### src/hw/rtl/dtq_pkg.sv
// ============================================================================
// dtq_pkg: shared constants and types for the deadline timer queue
// Sizes of the timer table, field widths, opcodes, status codes and the
// sequencer states.
// ============================================================================
package dtq_pkg;

  // Table size and derived index and count widths.
  localparam int MAX_TIMERS = 16;
  localparam int IDX_W      = $clog2(MAX_TIMERS);
  localparam int CNT_W      = $clog2(MAX_TIMERS + 1);

  // Field widths.
  localparam int TIME_BITS = 32;
  localparam int DELAY_W   = 16;
  localparam int CB_W      = 8;

  // Operation codes of an input beat.
  typedef enum logic [1:0] {
    OP_ADD    = 2'd0,
    OP_CANCEL = 2'd1,
    OP_POLL   = 2'd2
  } opcode_t;

  // Status codes of a result beat.
  typedef enum logic [1:0] {
    ST_OK     = 2'd0,
    ST_FULL   = 2'd1,
    ST_UNUSED = 2'd2
  } status_t;

  // Sequencer states.
  typedef enum logic [1:0] {
    S_IDLE = 2'd0,
    S_SCAN = 2'd1,
    S_DONE = 2'd2
  } state_t;

endpackage

### src/hw/rtl/deadline_timer_queue.sv
// ============================================================================
// deadline_timer_queue: timeout queue kept sorted by deadline
// Adds timeouts at now plus delay behind all equal or earlier deadlines,
// cancels them by handle and fires the head entry once it is due.
// ============================================================================
//
//   channel | direction | signals
//   --------+-----------+-------------------------------------------------
//   in      | input     | in_valid, in_ready, opcode, now, delay,
//           |           | callback_id, handle
//   out     | output    | out_valid, out_ready, status, slot, fired,
//           |           | fired_callback
//
// An add walks past p queued entries (p from 0 to MAX_TIMERS - 1) with equal
// or earlier deadlines; a cancel walks the order list up to the position of
// the handle; a poll of a non-empty queue looks only at the head entry; a
// poll of an empty queue and rejected or unknown operations skip the scan.
// The single deadline comparator walks the order list one position per
// cycle.
// After reset the queue is empty and a beat can be taken as soon as reset is released.
// A new beat is taken while a finished result still waits on the output; the
// block then holds its next result until the output register frees up.

module deadline_timer_queue (
  input  logic                           clk,
  input  logic                           rst,
  // Input channel.
  input  logic                           in_valid,
  output logic                           in_ready,
  input  logic [1:0]                     opcode,
  input  logic [dtq_pkg::TIME_BITS-1:0]  now,
  input  logic [dtq_pkg::DELAY_W-1:0]    delay,
  input  logic [dtq_pkg::CB_W-1:0]       callback_id,
  input  logic [dtq_pkg::IDX_W-1:0]      handle,
  // Output channel.
  output logic                           out_valid,
  input  logic                           out_ready,
  output logic [1:0]                     status,
  output logic [dtq_pkg::IDX_W-1:0]      slot,
  output logic                           fired,
  output logic [dtq_pkg::CB_W-1:0]       fired_callback
);

  // Sequencer and operation registers.
  dtq_pkg::state_t                  state, state_next;
  dtq_pkg::opcode_t                 op;
  logic [dtq_pkg::TIME_BITS-1:0]    key;
  logic [dtq_pkg::CB_W-1:0]         cb_r;
  logic [dtq_pkg::IDX_W-1:0]        hnd;
  logic [dtq_pkg::IDX_W-1:0]        new_slot;
  logic [dtq_pkg::CNT_W-1:0]        pos;
  logic [dtq_pkg::CNT_W-1:0]        count;

  // Timer table and order list.
  logic [dtq_pkg::TIME_BITS-1:0]    deadline [dtq_pkg::MAX_TIMERS];
  logic [dtq_pkg::CB_W-1:0]         callback [dtq_pkg::MAX_TIMERS];
  logic [dtq_pkg::IDX_W-1:0]        order    [dtq_pkg::MAX_TIMERS];
  logic [dtq_pkg::MAX_TIMERS-1:0]   used;

  // Result waiting for the output register.
  logic [1:0]                       res_status, res_status_next;
  logic [dtq_pkg::IDX_W-1:0]        res_slot, res_slot_next;
  logic                             res_fired, res_fired_next;
  logic [dtq_pkg::CB_W-1:0]         res_cb, res_cb_next;

  // Control decisions of the sequencer.
  logic                             accept;
  logic                             finish;
  logic                             step;
  logic                             ins;
  logic                             del;
  logic                             rel;
  logic                             out_load;
  logic [dtq_pkg::IDX_W-1:0]        rel_idx;

  // Shared compare unit and helpers.
  logic [dtq_pkg::IDX_W-1:0]        cur;
  logic [dtq_pkg::TIME_BITS-1:0]    cur_dl;
  logic                             le;
  logic                             at_end;
  logic                             handle_ok;
  logic [dtq_pkg::IDX_W-1:0]        free_idx;
  logic                             free_any;
  logic [dtq_pkg::TIME_BITS-1:0]    key_in;

  // No beat is taken while reset is held.
  assign in_ready = (state == dtq_pkg::S_IDLE) && !rst;
  assign accept   = in_valid && in_ready;

  // Deadline of an add beat, or the poll time.
  assign key_in = (opcode == dtq_pkg::OP_POLL) ? now
                                               : now + dtq_pkg::TIME_BITS'(delay);

  // The one comparator: deadline at the scanned order position against the key.
  assign cur    = order[pos[dtq_pkg::IDX_W-1:0]];
  assign cur_dl = deadline[cur];
  assign le     = (cur_dl <= key);
  assign at_end = (pos == count);

  assign handle_ok = (dtq_pkg::CNT_W'(handle) < dtq_pkg::CNT_W'(dtq_pkg::MAX_TIMERS));
  assign rel_idx   = (op == dtq_pkg::OP_POLL) ? cur : hnd;

  // Lowest free slot.
  always_comb begin
    free_idx = '0;
    free_any = 1'b0;
    for (int i = dtq_pkg::MAX_TIMERS - 1; i >= 0; i--) begin
      if (!used[i]) begin
        free_idx = dtq_pkg::IDX_W'(i);
        free_any = 1'b1;
      end
    end
  end

  // State register.
  always_ff @(posedge clk) begin
    if (rst) begin
      state <= dtq_pkg::S_IDLE;
    end else begin
      state <= state_next;
    end
  end

  // Next state and control decisions.
  always_comb begin
    state_next      = state;
    finish          = 1'b0;
    step            = 1'b0;
    ins             = 1'b0;
    del             = 1'b0;
    rel             = 1'b0;
    out_load        = 1'b0;
    res_status_next = dtq_pkg::ST_OK;
    res_slot_next   = '0;
    res_fired_next  = 1'b0;
    res_cb_next     = '0;
    unique case (state)
      dtq_pkg::S_IDLE: begin
        if (accept) begin
          case (dtq_pkg::opcode_t'(opcode))
            dtq_pkg::OP_ADD: begin
              if (count >= dtq_pkg::CNT_W'(dtq_pkg::MAX_TIMERS) || !free_any) begin
                res_status_next = dtq_pkg::ST_FULL;
                finish          = 1'b1;
              end else begin
                state_next = dtq_pkg::S_SCAN;
              end
            end
            dtq_pkg::OP_CANCEL: begin
              if (!handle_ok || !used[handle]) begin
                res_status_next = dtq_pkg::ST_UNUSED;
                finish          = 1'b1;
              end else begin
                state_next = dtq_pkg::S_SCAN;
              end
            end
            dtq_pkg::OP_POLL: begin
              if (count == '0) begin
                finish = 1'b1;
              end else begin
                state_next = dtq_pkg::S_SCAN;
              end
            end
            default: begin
              finish = 1'b1;
            end
          endcase
        end
      end
      dtq_pkg::S_SCAN: begin
        case (op)
          dtq_pkg::OP_ADD: begin
            // Stop at the first later deadline or at the tail.
            if (at_end || !le) begin
              ins           = 1'b1;
              res_slot_next = new_slot;
              finish        = 1'b1;
            end else begin
              step = 1'b1;
            end
          end
          dtq_pkg::OP_CANCEL: begin
            if (at_end) begin
              rel    = 1'b1;
              finish = 1'b1;
            end else if (cur == hnd) begin
              del    = 1'b1;
              rel    = 1'b1;
              finish = 1'b1;
            end else begin
              step = 1'b1;
            end
          end
          dtq_pkg::OP_POLL: begin
            // Only the head entry is looked at.
            if (le) begin
              del            = 1'b1;
              rel            = 1'b1;
              res_slot_next  = cur;
              res_fired_next = 1'b1;
              res_cb_next    = callback[cur];
            end
            finish = 1'b1;
          end
          default: begin
            finish = 1'b1;
          end
        endcase
      end
      dtq_pkg::S_DONE: begin
        if (!out_valid || out_ready) begin
          out_load   = 1'b1;
          state_next = dtq_pkg::S_IDLE;
        end
      end
      default: begin
        state_next = dtq_pkg::S_IDLE;
      end
    endcase
    if (finish) begin
      state_next = dtq_pkg::S_DONE;
    end
  end

  // Control registers: count, slot usage, scan position and output valid.
  always_ff @(posedge clk) begin
    if (rst) begin
      count     <= '0;
      used      <= '0;
      pos       <= '0;
      out_valid <= 1'b0;
    end else begin
      if (accept) begin
        pos <= '0;
      end else if (step) begin
        pos <= pos + 1'b1;
      end
      if (ins) begin
        count          <= count + 1'b1;
        used[new_slot] <= 1'b1;
      end else if (del) begin
        count <= count - 1'b1;
      end
      if (rel) begin
        used[rel_idx] <= 1'b0;
      end
      if (out_load) begin
        out_valid <= 1'b1;
      end else if (out_ready) begin
        out_valid <= 1'b0;
      end
    end
  end

  // Operation fields captured on an input beat.
  always_ff @(posedge clk) begin
    if (accept) begin
      op       <= dtq_pkg::opcode_t'(opcode);
      key      <= key_in;
      cb_r     <= callback_id;
      hnd      <= handle;
      new_slot <= free_idx;
    end
  end

  // New entry and order list moves: open a gap on insert, close it on removal.
  always_ff @(posedge clk) begin
    if (ins) begin
      deadline[new_slot] <= key;
      callback[new_slot] <= cb_r;
      for (int i = 1; i < dtq_pkg::MAX_TIMERS; i++) begin
        if (dtq_pkg::CNT_W'(i) > pos) begin
          order[i] <= order[i-1];
        end
      end
      order[pos[dtq_pkg::IDX_W-1:0]] <= new_slot;
    end else if (del) begin
      for (int i = 0; i < dtq_pkg::MAX_TIMERS - 1; i++) begin
        if (dtq_pkg::CNT_W'(i) >= pos) begin
          order[i] <= order[i+1];
        end
      end
    end
  end

  // Result hold register and output register.
  always_ff @(posedge clk) begin
    if (finish) begin
      res_status <= res_status_next;
      res_slot   <= res_slot_next;
      res_fired  <= res_fired_next;
      res_cb     <= res_cb_next;
    end
    if (out_load) begin
      status         <= res_status;
      slot           <= res_slot;
      fired          <= res_fired;
      fired_callback <= res_cb;
    end
  end

`ifndef SYNTHESIS
  // The pending count never exceeds the table size.
  a_count_max: assert property (@(posedge clk) disable iff (rst)
    count <= dtq_pkg::CNT_W'(dtq_pkg::MAX_TIMERS))
    else $error("pending count above table size");

  // The number of used slots equals the pending count.
  a_used_count: assert property (@(posedge clk) disable iff (rst)
    $countones(used) == int'(count))
    else $error("used slots disagree with pending count");

  // The scan never runs past the tail of the order list.
  a_scan_bound: assert property (@(posedge clk) disable iff (rst)
    state == dtq_pkg::S_SCAN |-> pos <= count)
    else $error("scan position beyond pending count");

  // A fired beat always reports ok, and a beat that did not fire has no callback.
  a_fired_ok: assert property (@(posedge clk) disable iff (rst)
    out_valid && fired |-> status == dtq_pkg::ST_OK)
    else $error("fired beat with error status");

  a_no_fire_cb: assert property (@(posedge clk) disable iff (rst)
    out_valid && !fired |-> fired_callback == '0)
    else $error("callback reported without firing");
`endif

endmodule

### config.mk
export PLATFORM = sky130hd
export DESIGN_NAME = deadline_timer_queue
export DESIGN_NICKNAME = d
export VERILOG_FILES = /design/src/hw/rtl/dtq_pkg.sv /design/src/hw/rtl/deadline_timer_queue.sv
export SDC_FILE = /design/constraint.sdc
export NUM_CORES = 1
export LEC_CHECK = 0
export ABC_AREA = 1
export BUFFER_PORTS_ARGS = -buffer_cell sky130_fd_sc_hd__buf_2
export CAP_MARGIN = 30
export CORE_ASPECT_RATIO = 1.5
export CORE_MARGIN = 2
export CORE_UTILIZATION = 60
export CTS_CLUSTER_SIZE = 24
export DETAILED_ROUTE_END_ITERATION = 16
export MAX_ROUTING_LAYER = met4
export PLACE_DENSITY = 0.74
export SYNTH_ARGS = -nofsm -noshare
export SYNTH_HDL_FRONTEND = slang
export SYNTH_SLANG_ARGS = --single-unit
### constraint.sdc
create_clock -name clk -period 7.4 [get_ports clk]
set_clock_uncertainty 0.2 [all_clocks]
set_input_delay 1.48 -clock clk [delete_from_list [all_inputs] [get_ports clk]]
set_output_delay 1.48 -clock clk [all_outputs]
set_load 0.05 [all_outputs]
# Word level (Yosys, flattened, before mapping)
# Memories as Yosys holds them, arrays and structs flattened. A register that Yosys moved wholly into a read port is not among the register bits.
# Cells that the tools add are included.
# Widths: inputs -> output; s select.
[op_classes]
add_sub_neg = 4
mul = 0
div = 0
magnitude_cmp = 37
eq_ne = 21
n_shift = 0
mux = 211
bitwise = 18
n_reduce_logical = 29
[op_table]
columns = ["op", "n"]
rows = [
  ["$mux 1", 150],
  ["$mux 4", 29],
  ["$mux 16", 3],
  ["$gt 4x5->1 const A", 8],
  ["$ge 4x5->1 const A", 7],
  ["$add 32x16->32", 1],
  ["$le 32x32->1", 1],
  ["$mux 32", 1],
  ["$ge 3x5->1 const A", 4],
  ["$gt 3x5->1 const A", 4],
  ["$mux 2", 9],
  ["$and 16x16->16", 1],
  ["$not 16->16", 1],
  ["$or 16x16->16", 1],
  ["$lt 4x5->1 const B", 3],
  ["$ne 3x3->1 const B", 5],
  ["$or 1x1->1", 14],
  ["$reduce_and 7->1", 2],
  ["$mux 3", 4],
  ["$ne 4x4->1 const B", 3],
  ["$pmux 2 s3", 2],
  ["$add 5x1->5 const B", 2],
  ["$ge 1x5->1 const A", 2],
  ["$ge 2x5->1 const A", 2],
  ["32 further kinds", 61],
]
[word_totals]
reg_bits = 101
latch_bits = 0
ram_bits = 704
mem_bits_ro = 0
output_inout_bits = 17
n_memories = 3
[memory_table]
columns = ["memory", "depth", "word_bits", "read_ports", "rd_clocked_by_memory_dff", "write_ports", "line", "text"]
rows = [
  ["deadline", 16, 32, 1, 0, 1, "deadline_timer_queue.sv:55", "logic [dtq_pkg::TIME_BITS-1:0] deadline [dtq_pkg::MAX_TIMERS];"],
  ["callback", 16, 8, 1, 1, 1, "deadline_timer_queue.sv:56", "logic [dtq_pkg::CB_W-1:0] callback [dtq_pkg::MAX_TIMERS];"],
  ["order", 16, 4, 17, 1, 16, "deadline_timer_queue.sv:57", "logic [dtq_pkg::IDX_W-1:0] order [dtq_pkg::MAX_TIMERS];"],
]

# Longest topological paths before layout
# Gate-level depths: netlist of the first run.
[logic_depth]
depth_word = 24
depth_mapped = 40
depth_no_buf = 35

# Worst setup path before layout of the first run
# OpenSTA, ideal clock, no wires.
[synth_timing]
path_kind = "register to register"
from = "register (tool-made name)"
to = "memory callback[11][0] (netlist bit), enable pin"
setup_ps = 437
arrival_time_ps = 5167
required_time_ps = 6763
path_slack_ps = 1596
stages_incl_launch_ff = 30
path_buffers = 5
cell_sequence = "dfxtp_1 > buf_2 > inv_1 > buf_4 > nand3_1 > nand3_1 > nand3_1 > nand2_1 > inv_1 > buf_2 > clkbuf_1 > nand3_1 > nand3_1 > nand3_1 > nand2_1 > inv_1 > ha_1 > nand2_1 > nor2_1 > nand2_1 > nor4_2 > nand2_1 > nand2_1 > nand2_1 > nand2_1 > nand3_2 > buf_2 > nor2_1 > inv_1 > nor2_1"
[synth_rtl]
columns = ["element", "line"]
rows = [
  ["end, declared", "deadline_timer_queue.sv:56"],
]

==> results of run 1 <==
per-stage QoR:
step | utilization | cell area (um^2)
3_5_place_dp | 0.631 | 38500
3_3_place_gp | 0.631 | 38500
2_1_floorplan | - | 36900
6_report | 0.673 | 41100
5_1_grt | 0.673 | 41000
4_1_cts | 0.673 | 41000
power groups by stage:
stage / logic [uW] / clock network, uW / registers (uW)
detailed placement: 398 / 0 / 5280
global placement: 387 / 0 / 5270
CTS: 400 / 4080 / 5180
finish: 404 / 4050 / 5180
global route: 440 / 4240 / 5180
floorplan: 237 / 0 / 5260
per-layer routing:
metal  track usage  vias to the layer above  part of all wire
li1              -                    12400                 -
met1         0.409                    12900              0.36
met2         0.572                     1316              0.51
met3        0.0457                      339             0.076
met4         0.181                        0             0.056
met5             -                        -                 0
flip-flops by register name, indices dropped and copies added, names as in the netlist, 5 cells and up, named ones only:
name            count
deadline          512
callback          128
order              64
key                32
used               16
cb_r                8
fired_callback      8
res_cb              8
count               5
pos                 5
worst max-delay path: stages (launching register included):
cell	delay, ps
dfxtp_1	290
buf_4	180
inv_1	400
nand3_1	140
nand3_1	120
nand3_1	150
nand2_4	120
clkinv_2	550
buf_4	570
nand3_1	170
nand3_1	120
nand2_1	100
inv_1	50
ha_1	260
nand2_1	80
o21ai_0	280
a21oi_1	110
nand2_1	150
nand2_1	70
nand2_1	70
nand2_1	180
nand2_1	160
nand3_2	350
nor2_1	620
nand2_1	300
o21ai_0	340
worst paths after layout:
kind / endpoint / slack (ps) / cells after the start
max: order[13][0] / 850 / 25
max reg2reg: order[13][0] / 850 / 25
min: fired_callback[7] / 230 / 0
min reg2reg: fired_callback[7] / 230 / 0
layout make-up:
cell class | count | share of cell area
Inverter | 311 | 0.0287
Clock buffer | 92 | 0.0485
Sequential cell | 817 | 0.590
Tap cell | 791 | 0.0241
Clock inverter | 44 | 0.0133
Multi-Input combinational cell | 2223 | 0.263
Timing Repair Buffer | 162 | 0.0325
Antenna cell | 9 | 0.000549
cells by family (layout without fill, tap and decap cells):
family / after synthesis / in the layout / share of synthesized area
AND/OR/NAND/NOR: 1781 / 1781 / 0.208
flip-flops: 817 / 817 / 0.656
buffers and inverters: 484 / 609 / 0.0529
AO/OA/AOI/OAI: 347 / 347 / 0.0536
adder cells (fa/ha/maj): 60 / 60 / 0.0208
XOR/XNOR: 35 / 35 / 0.00831
other: 0 / 9 / 0
synth_stat cells:
cell type,count
ha_1,58
nand2_2,4
o22ai_1,10
buf_2,63
and2_1,2
a21o_1,2
a211oi_1,8
nand3_1,593
o21a_1,3
xor2_1,19
buf_6,2
nand2_4,1
buf_8,2
dfxtp_1,33
fa_1,2
buf_1,19
nand2_1,964
nor4_2,1
or2_2,22
a21oi_2,1
nor3_1,20
xnor2_1,16
inv_1,306
a31oi_1,7
o221ai_1,4
inv_2,3
a21boi_0,3
edfxtp_1,784
o211ai_1,61
nor2_2,1
nand4_1,44
nor4_1,5
buf_4,5
clkbuf_1,82
nand3_2,2
nand3b_1,1
nor2_4,1
o21ai_1,11
a31o_2,1
o21ai_0,147
nor2_1,120
clkinv_1,2
a22o_1,1
a21oi_1,88
==> results.md, run 1 <==
Setup path:
- The required time at the endpoint of the critical path is 7480 ps.
- Along the worst path, the maximum fanout reaches 35.
- The category of the worst setup path launch point is a flop.
- The critical path start-end classification is reg2reg.
- The arrival time at the worst endpoint is 6630 ps.
- The worst setup path is captured at a flop.

Drt:
- The first-pass iteration count of the detailed router is 6.
- The wire length reported by the detailed router is 104000 um.
- The post-route DRC violation count is 0.
- The number of nets with antenna violations after routing is 0.
- In this run, the number of DRC markers left after iteration 0 of detailed routing was 2871.
- The final routed wire length divided by cell count is 23.4 um.
- Detailed routing inserted a total of 26900 vias.
- The routed via count divided by cell count is 6.06.

Synth:
- The share of synthesized area in the top cell type comes to 0.638.
- Ranked by total cell area, the synthesized netlist is headed by edfxtp_1 (64%), nand2_1 (9.8%), nand3_1 (8.0%).
- The number of nets handed over by synthesis was 3650.
- Counting flops and latches in the post-synthesis netlist gives 817.
- The share of the yosys chip area belonging to registers is 0.656.
- edfxtp_1 takes more of the synthesized area than any other cell.
- Synthesis produced a netlist whose cell count is 3524.
- The distinct cell type count of the synthesized netlist is 44.
- The count of synthesis-stage warnings from yosys is 0.
- After synthesis the cells add up to 36900 um^2.
- A synthesized cell averages 10.5 um^2.

Final layout:
- The share of post-route cells with drive strength above 1 is 0.0910.
- The count of filler cells inserted in the layout is 4570.
- The most common library cell in the layout ignoring fill and taps is nand2_1.
- The final layout contains 3716 nets.
- The top cell types in the final layout, fill and taps aside, are nand2_1 (961), edfxtp_1 (784), nand3_1 (593).
- Summing all multi-input logic gate instances after layout gives 10800 um^2.
- The area overhead of the layout relative to synthesis is 11.3%.
- The final non-filler cell total is 4449.
- Registers take 24200 um^2.

STA:
- The post-layout worst setup margin is 850 ps.
- The final hold violation count came to 0.
- In the finished design, the share of the clock period the worst path needs comes to 0.885.
- For the final routed database, the setup TNS stands at 0 ps.
- Static timing analysis puts the maximum clock frequency at 153 MHz.
- In this run the tightest slew margin relative to its limit is 0.359.
- Setup repair after global routing left no endpoint under its margin.
- Setup violations remaining at the end of the flow were counted as 0.
- The count of pins over their slew limit is 0.
- For the pin with the worst max-slew slack, the measured transition is 961 ps.
- The worst hold margin is 230 ps.
- The final critical delay including setup and external delays is 6550 ps.

Clocking:
- The clock passes through at most 3 buffers.
- The clock tree from TritonCTS is yes.
- The clock-pin slew on the worst setup and hold paths is 60 ps.
- The total clock sinks is 817.
- The count of cells resized by post-cts repair is 0.
- The number of hold-repair buffers added at the cts stage is 0.
- The H-tree was split into 3 levels.
- The number of clock buffers inserted by TritonCTS is 75.
- The buffers inserted during post-CTS setup optimization is 0.
- The tree is rooted in a clkbuf_16.
- At the later pin of the worst-skew pair, clock insertion delay measures 650 ps.

Global route:
- The total overflow left after global routing is 0.
- The global-route wire length before repair is 157000 um.
- Entering global routing, the biggest net connects 170 pins.
- For this run, the total global-route usage over all layers was measured as 0.344.
- The via count of the first global-routing pass is 26600.
- The initial antenna violation count came to 6.

Floorplanning:
- The core region is 61000 um^2.
- The floorplan step defined a die boundary enclosing 63500 um^2.
- For this configuration, the core starts out at a cell density of 0.605.
- The die is 206 um wide.
- After floorplanning, the core was divided into 111 placement rows.
- The height of the chip is 308 um.
- For this design the top-level I/O count stands at 83.

Min path:
- The worst hold path begins at res_cb[7].
- The path class of the tightest hold or removal check is reg2reg.

Place:
- The routability congestion estimate from global placement is 1.00.
- The half-perimeter wire length after placement is 65600 um.
- The worst-case setup slack after placement is 961 ps.
- Buffers placed on the I/O ports in this run total 82.
- The instance count after placement with tap cells included is 4304.

Power:
- Of the total power, registers draw 0.537.
- The share of total power dissipated in combinational logic is 0.042.
- Of the total power, the clock network draws 0.421.
- Of the total power, the share spent switching nets is 0.216.
- The cell leakage power is 0.0158 uW.
- The power per standard cell area is 235 nW/um^2.
- IR analysis of the VDD net gives a maximum drop of 0.185 mV.
- The total power after layout is 9630 uW.
- Cell internal power was estimated by the tool at 7550 uW.
- The switching power is 2080 uW.

Run status:
- The flow ran to the end, and the final reports show no timing, DRC or antenna violations.

Job:
- The max-cap violation count is 0.
(Power assumes the default switching activity.)
==> inputs of run 2 (changes only) <==
- RECOVER_POWER: unset -> 25
==> run 2 against run 1 <==
Effect of this change: largest power group unchanged; flip-flop and latch count stayed put; count of clock-buffer cells in the layout did not move; critical endpoint unchanged; design area hardly changed; non-clock buffer count is the same.
==> results.md, run 2 (same netlist as run 1, synthesis figures left out) <==
Setup path:
- The arrival time at the worst endpoint is 6630 ps.
- The cell with the largest stage delay on the worst path is nor2_1.
- The worst setup path is captured at a flop.
- The worst setup path is of the reg2reg kind.
- In this run the worst path has a maximum fanout of 35.
- For this run, the slowest stage of the critical path takes 620 ps.
- STA classifies the critical path startpoint as a flop.
- The cell repeated most along the worst path is nand2_1.
- The required time at the endpoint of the critical path is 7480 ps.

Place:
- The placement-stage cell area is 38500 um^2.
- The routability congestion estimate from global placement is 1.00.
- Once detailed placement completed, the half-perimeter wirelength came to 65600 um.
- The worst-case setup slack after placement is 961 ps.
- The count of input and output buffers is 82.

Power:
- Of the total power, the share spent switching nets is 0.216.
- For this design the static power due to leakage is 0.0158 uW.
- Total power for the finished layout comes to 9630 uW.
- Of the total power, the clock network draws 0.421.
- Across the VDD grid, the largest voltage drop is 0.186 mV.
- The power per standard cell area is 235 nW/um^2.
- Cell internal power was estimated by the tool at 7550 uW.
- Of the total power, combinational logic draws 0.042.
- Of the total power, registers draw 0.538.
- The switching power is 2080 uW.

Drt:
- After detailed routing, the average wire length per cell comes to 23.4 um.
- Using the TritonRoute via totals, the vias-per-cell ratio works out to 6.07.
- Wires add up to 104000 um.
- The number of nets with antenna violations after routing is 0.
- The post-route DRC violation count is 0.
- The via total after detailed routing is 27000.
- After the first detailed-routing iteration, the DRC count stood at 2870.
- The first TritonRoute pass finished after 6 iterations.

Global route:
- The largest net degree at the start of global routing is 170.
- The initial antenna violation count is 6.
- The via count of the first global-routing pass is 26600.
- The first global-routing pass estimated 157000 um of wire.
- The global-route congestion overflow total is 0.
- The global routing usage summed across all routing layers is 0.344.

Final layout:
- The sequential cells in the finished layout cover a total of 24200 um^2.
- The register with the most flip-flops in the final layout is deadline.
- Leaving out fill and tap cells, the most frequent cells in the layout are nand2_1 (961), edfxtp_1 (784), nand3_1 (593).
- After the last flow step, the layout net total stands at 3716.
- The most common library cell in the layout ignoring fill and taps is nand2_1.
- The area of the multi-input gates is 10800 um^2.
- The layout has 4572 filler cells.
- The finished cells cover 41000 um^2.
- The largest registers in the layout are deadline (512), callback (128), order (64).
- The area overhead of the layout relative to synthesis is 11.3%.
- The register with the most flip-flops in the layout has 512 of them.
- The share of post-route cells with drive strength above 1 is 0.0902.

STA:
- Headroom to the max-slew limit came out at 0.354.
- The worst path in the final design needs a cycle of 6550 ps, including I/O delays and setup.
- The worst hold margin is 230 ps.
- The total setup violations reported at the end of the flow is 0.
- The sum of negative setup slack is 0 ps.
- Setup repair after global routing left no endpoint under its margin.
- Of the available clock period, the critical path in the final layout requires 0.885.
- The fmax is 153 MHz.
- The post-layout worst setup margin is 850 ps.
- The slew of the pin with the lowest slew margin is 969 ps.
- The count of pins over their slew limit is 0.
- The final hold violation count came to 0.

Floorplanning:
- The area of the die is 63500 um^2.
- The floorplan core area is 61000 um^2.
- The initial core utilization is 0.605.
- The total I/O pin count is 83.
- The die extent in x is 206 um.
- In this run the vertical extent of the chip is 308 um.
- The initialized floorplan defines 111 standard-cell rows.

Clocking:
- The number of buffers between clock root and the deepest sink is 3.
- CTS built an H-tree with a depth of 3.
- The buffers inserted during post-CTS setup optimization is 0.
- After clock tree synthesis, the clock-pin slew on the worst setup and hold paths is 60 ps.
- The total clock sinks is 817.
- The later pin in the worst-skew pair is clocked with a latency of 650 ps.
- The number of clock buffers inserted by TritonCTS is 75.
- The number of hold-repair buffers added at the cts stage is 0.
- The count of cells resized by post-cts repair is 0.
- The tree is rooted in a clkbuf_16.
- TritonCTS built the clock tree.

Run status:
- The flow ran to the end, and the final reports show no timing, DRC or antenna violations.

Min path:
- The type of the worst min-delay path is reg2reg.

Job:
- The max-cap violation count is 0.
-- run 2: critical path, delay by kind of cell (launching register included) --
kind            cells  cell delay, ps
buf+inv             5            1730
fa+ha+maj           1             260
compound gates      3             730
flops               1             300
simple gates       16            2880
-- run 2: worst paths after layout --
kind	from	end	slack [ps]	depth (start not counted)
worst max-delay path	flop	order[13][0]	850	25
worst min-delay path	res_cb[7]	fired_callback[7]	230	0
worst max register to register	flop	order[13][0]	850	25
worst min register to register	res_cb[7]	fired_callback[7]	230	0
-- run 2: final cells by class --
| cell class | instances | share of cell area |
|---|---|---|
| inverter | 311 | 0.0287 |
| multi-input combinational | 2223 | 0.263 |
| tap | 791 | 0.0241 |
| sequential | 817 | 0.590 |
| clock buffer | 92 | 0.0486 |
| antenna | 9 | 0.000549 |
| clock inverter | 44 | 0.0133 |
| timing repair buffer | 162 | 0.0323 |
-- run 2: metal layers --
| layer | GRT usage | share of wire |
|---|---|---|
| met5 | - | 0 |
| met4 | 0.181 | 0.056 |
| met2 | 0.572 | 0.51 |
| met3 | 0.0457 | 0.077 |
| met1 | 0.409 | 0.36 |
-- run 2: through the flow --
| step | std cells | util |
|---|---|---|
| detailed placement | 4304 | 0.631 |
| CTS | 4440 | 0.673 |
| floorplan | 3524 | - |
| finish | 4449 | 0.673 |
| global placement | 4304 | 0.631 |
| global route | 4445 | 0.673 |
-- run 2: power by group through the flow --
stage          registers, uW  logic [uW]  clock network, uW
3_3_place_gp            5270         387                  0
4_1_cts                 5180         400               4080
5_1_grt                 5180         439               4240
2_1_floorplan           5260         237                  0
6_report                5180         403               4050
3_5_place_dp            5280         398                  0
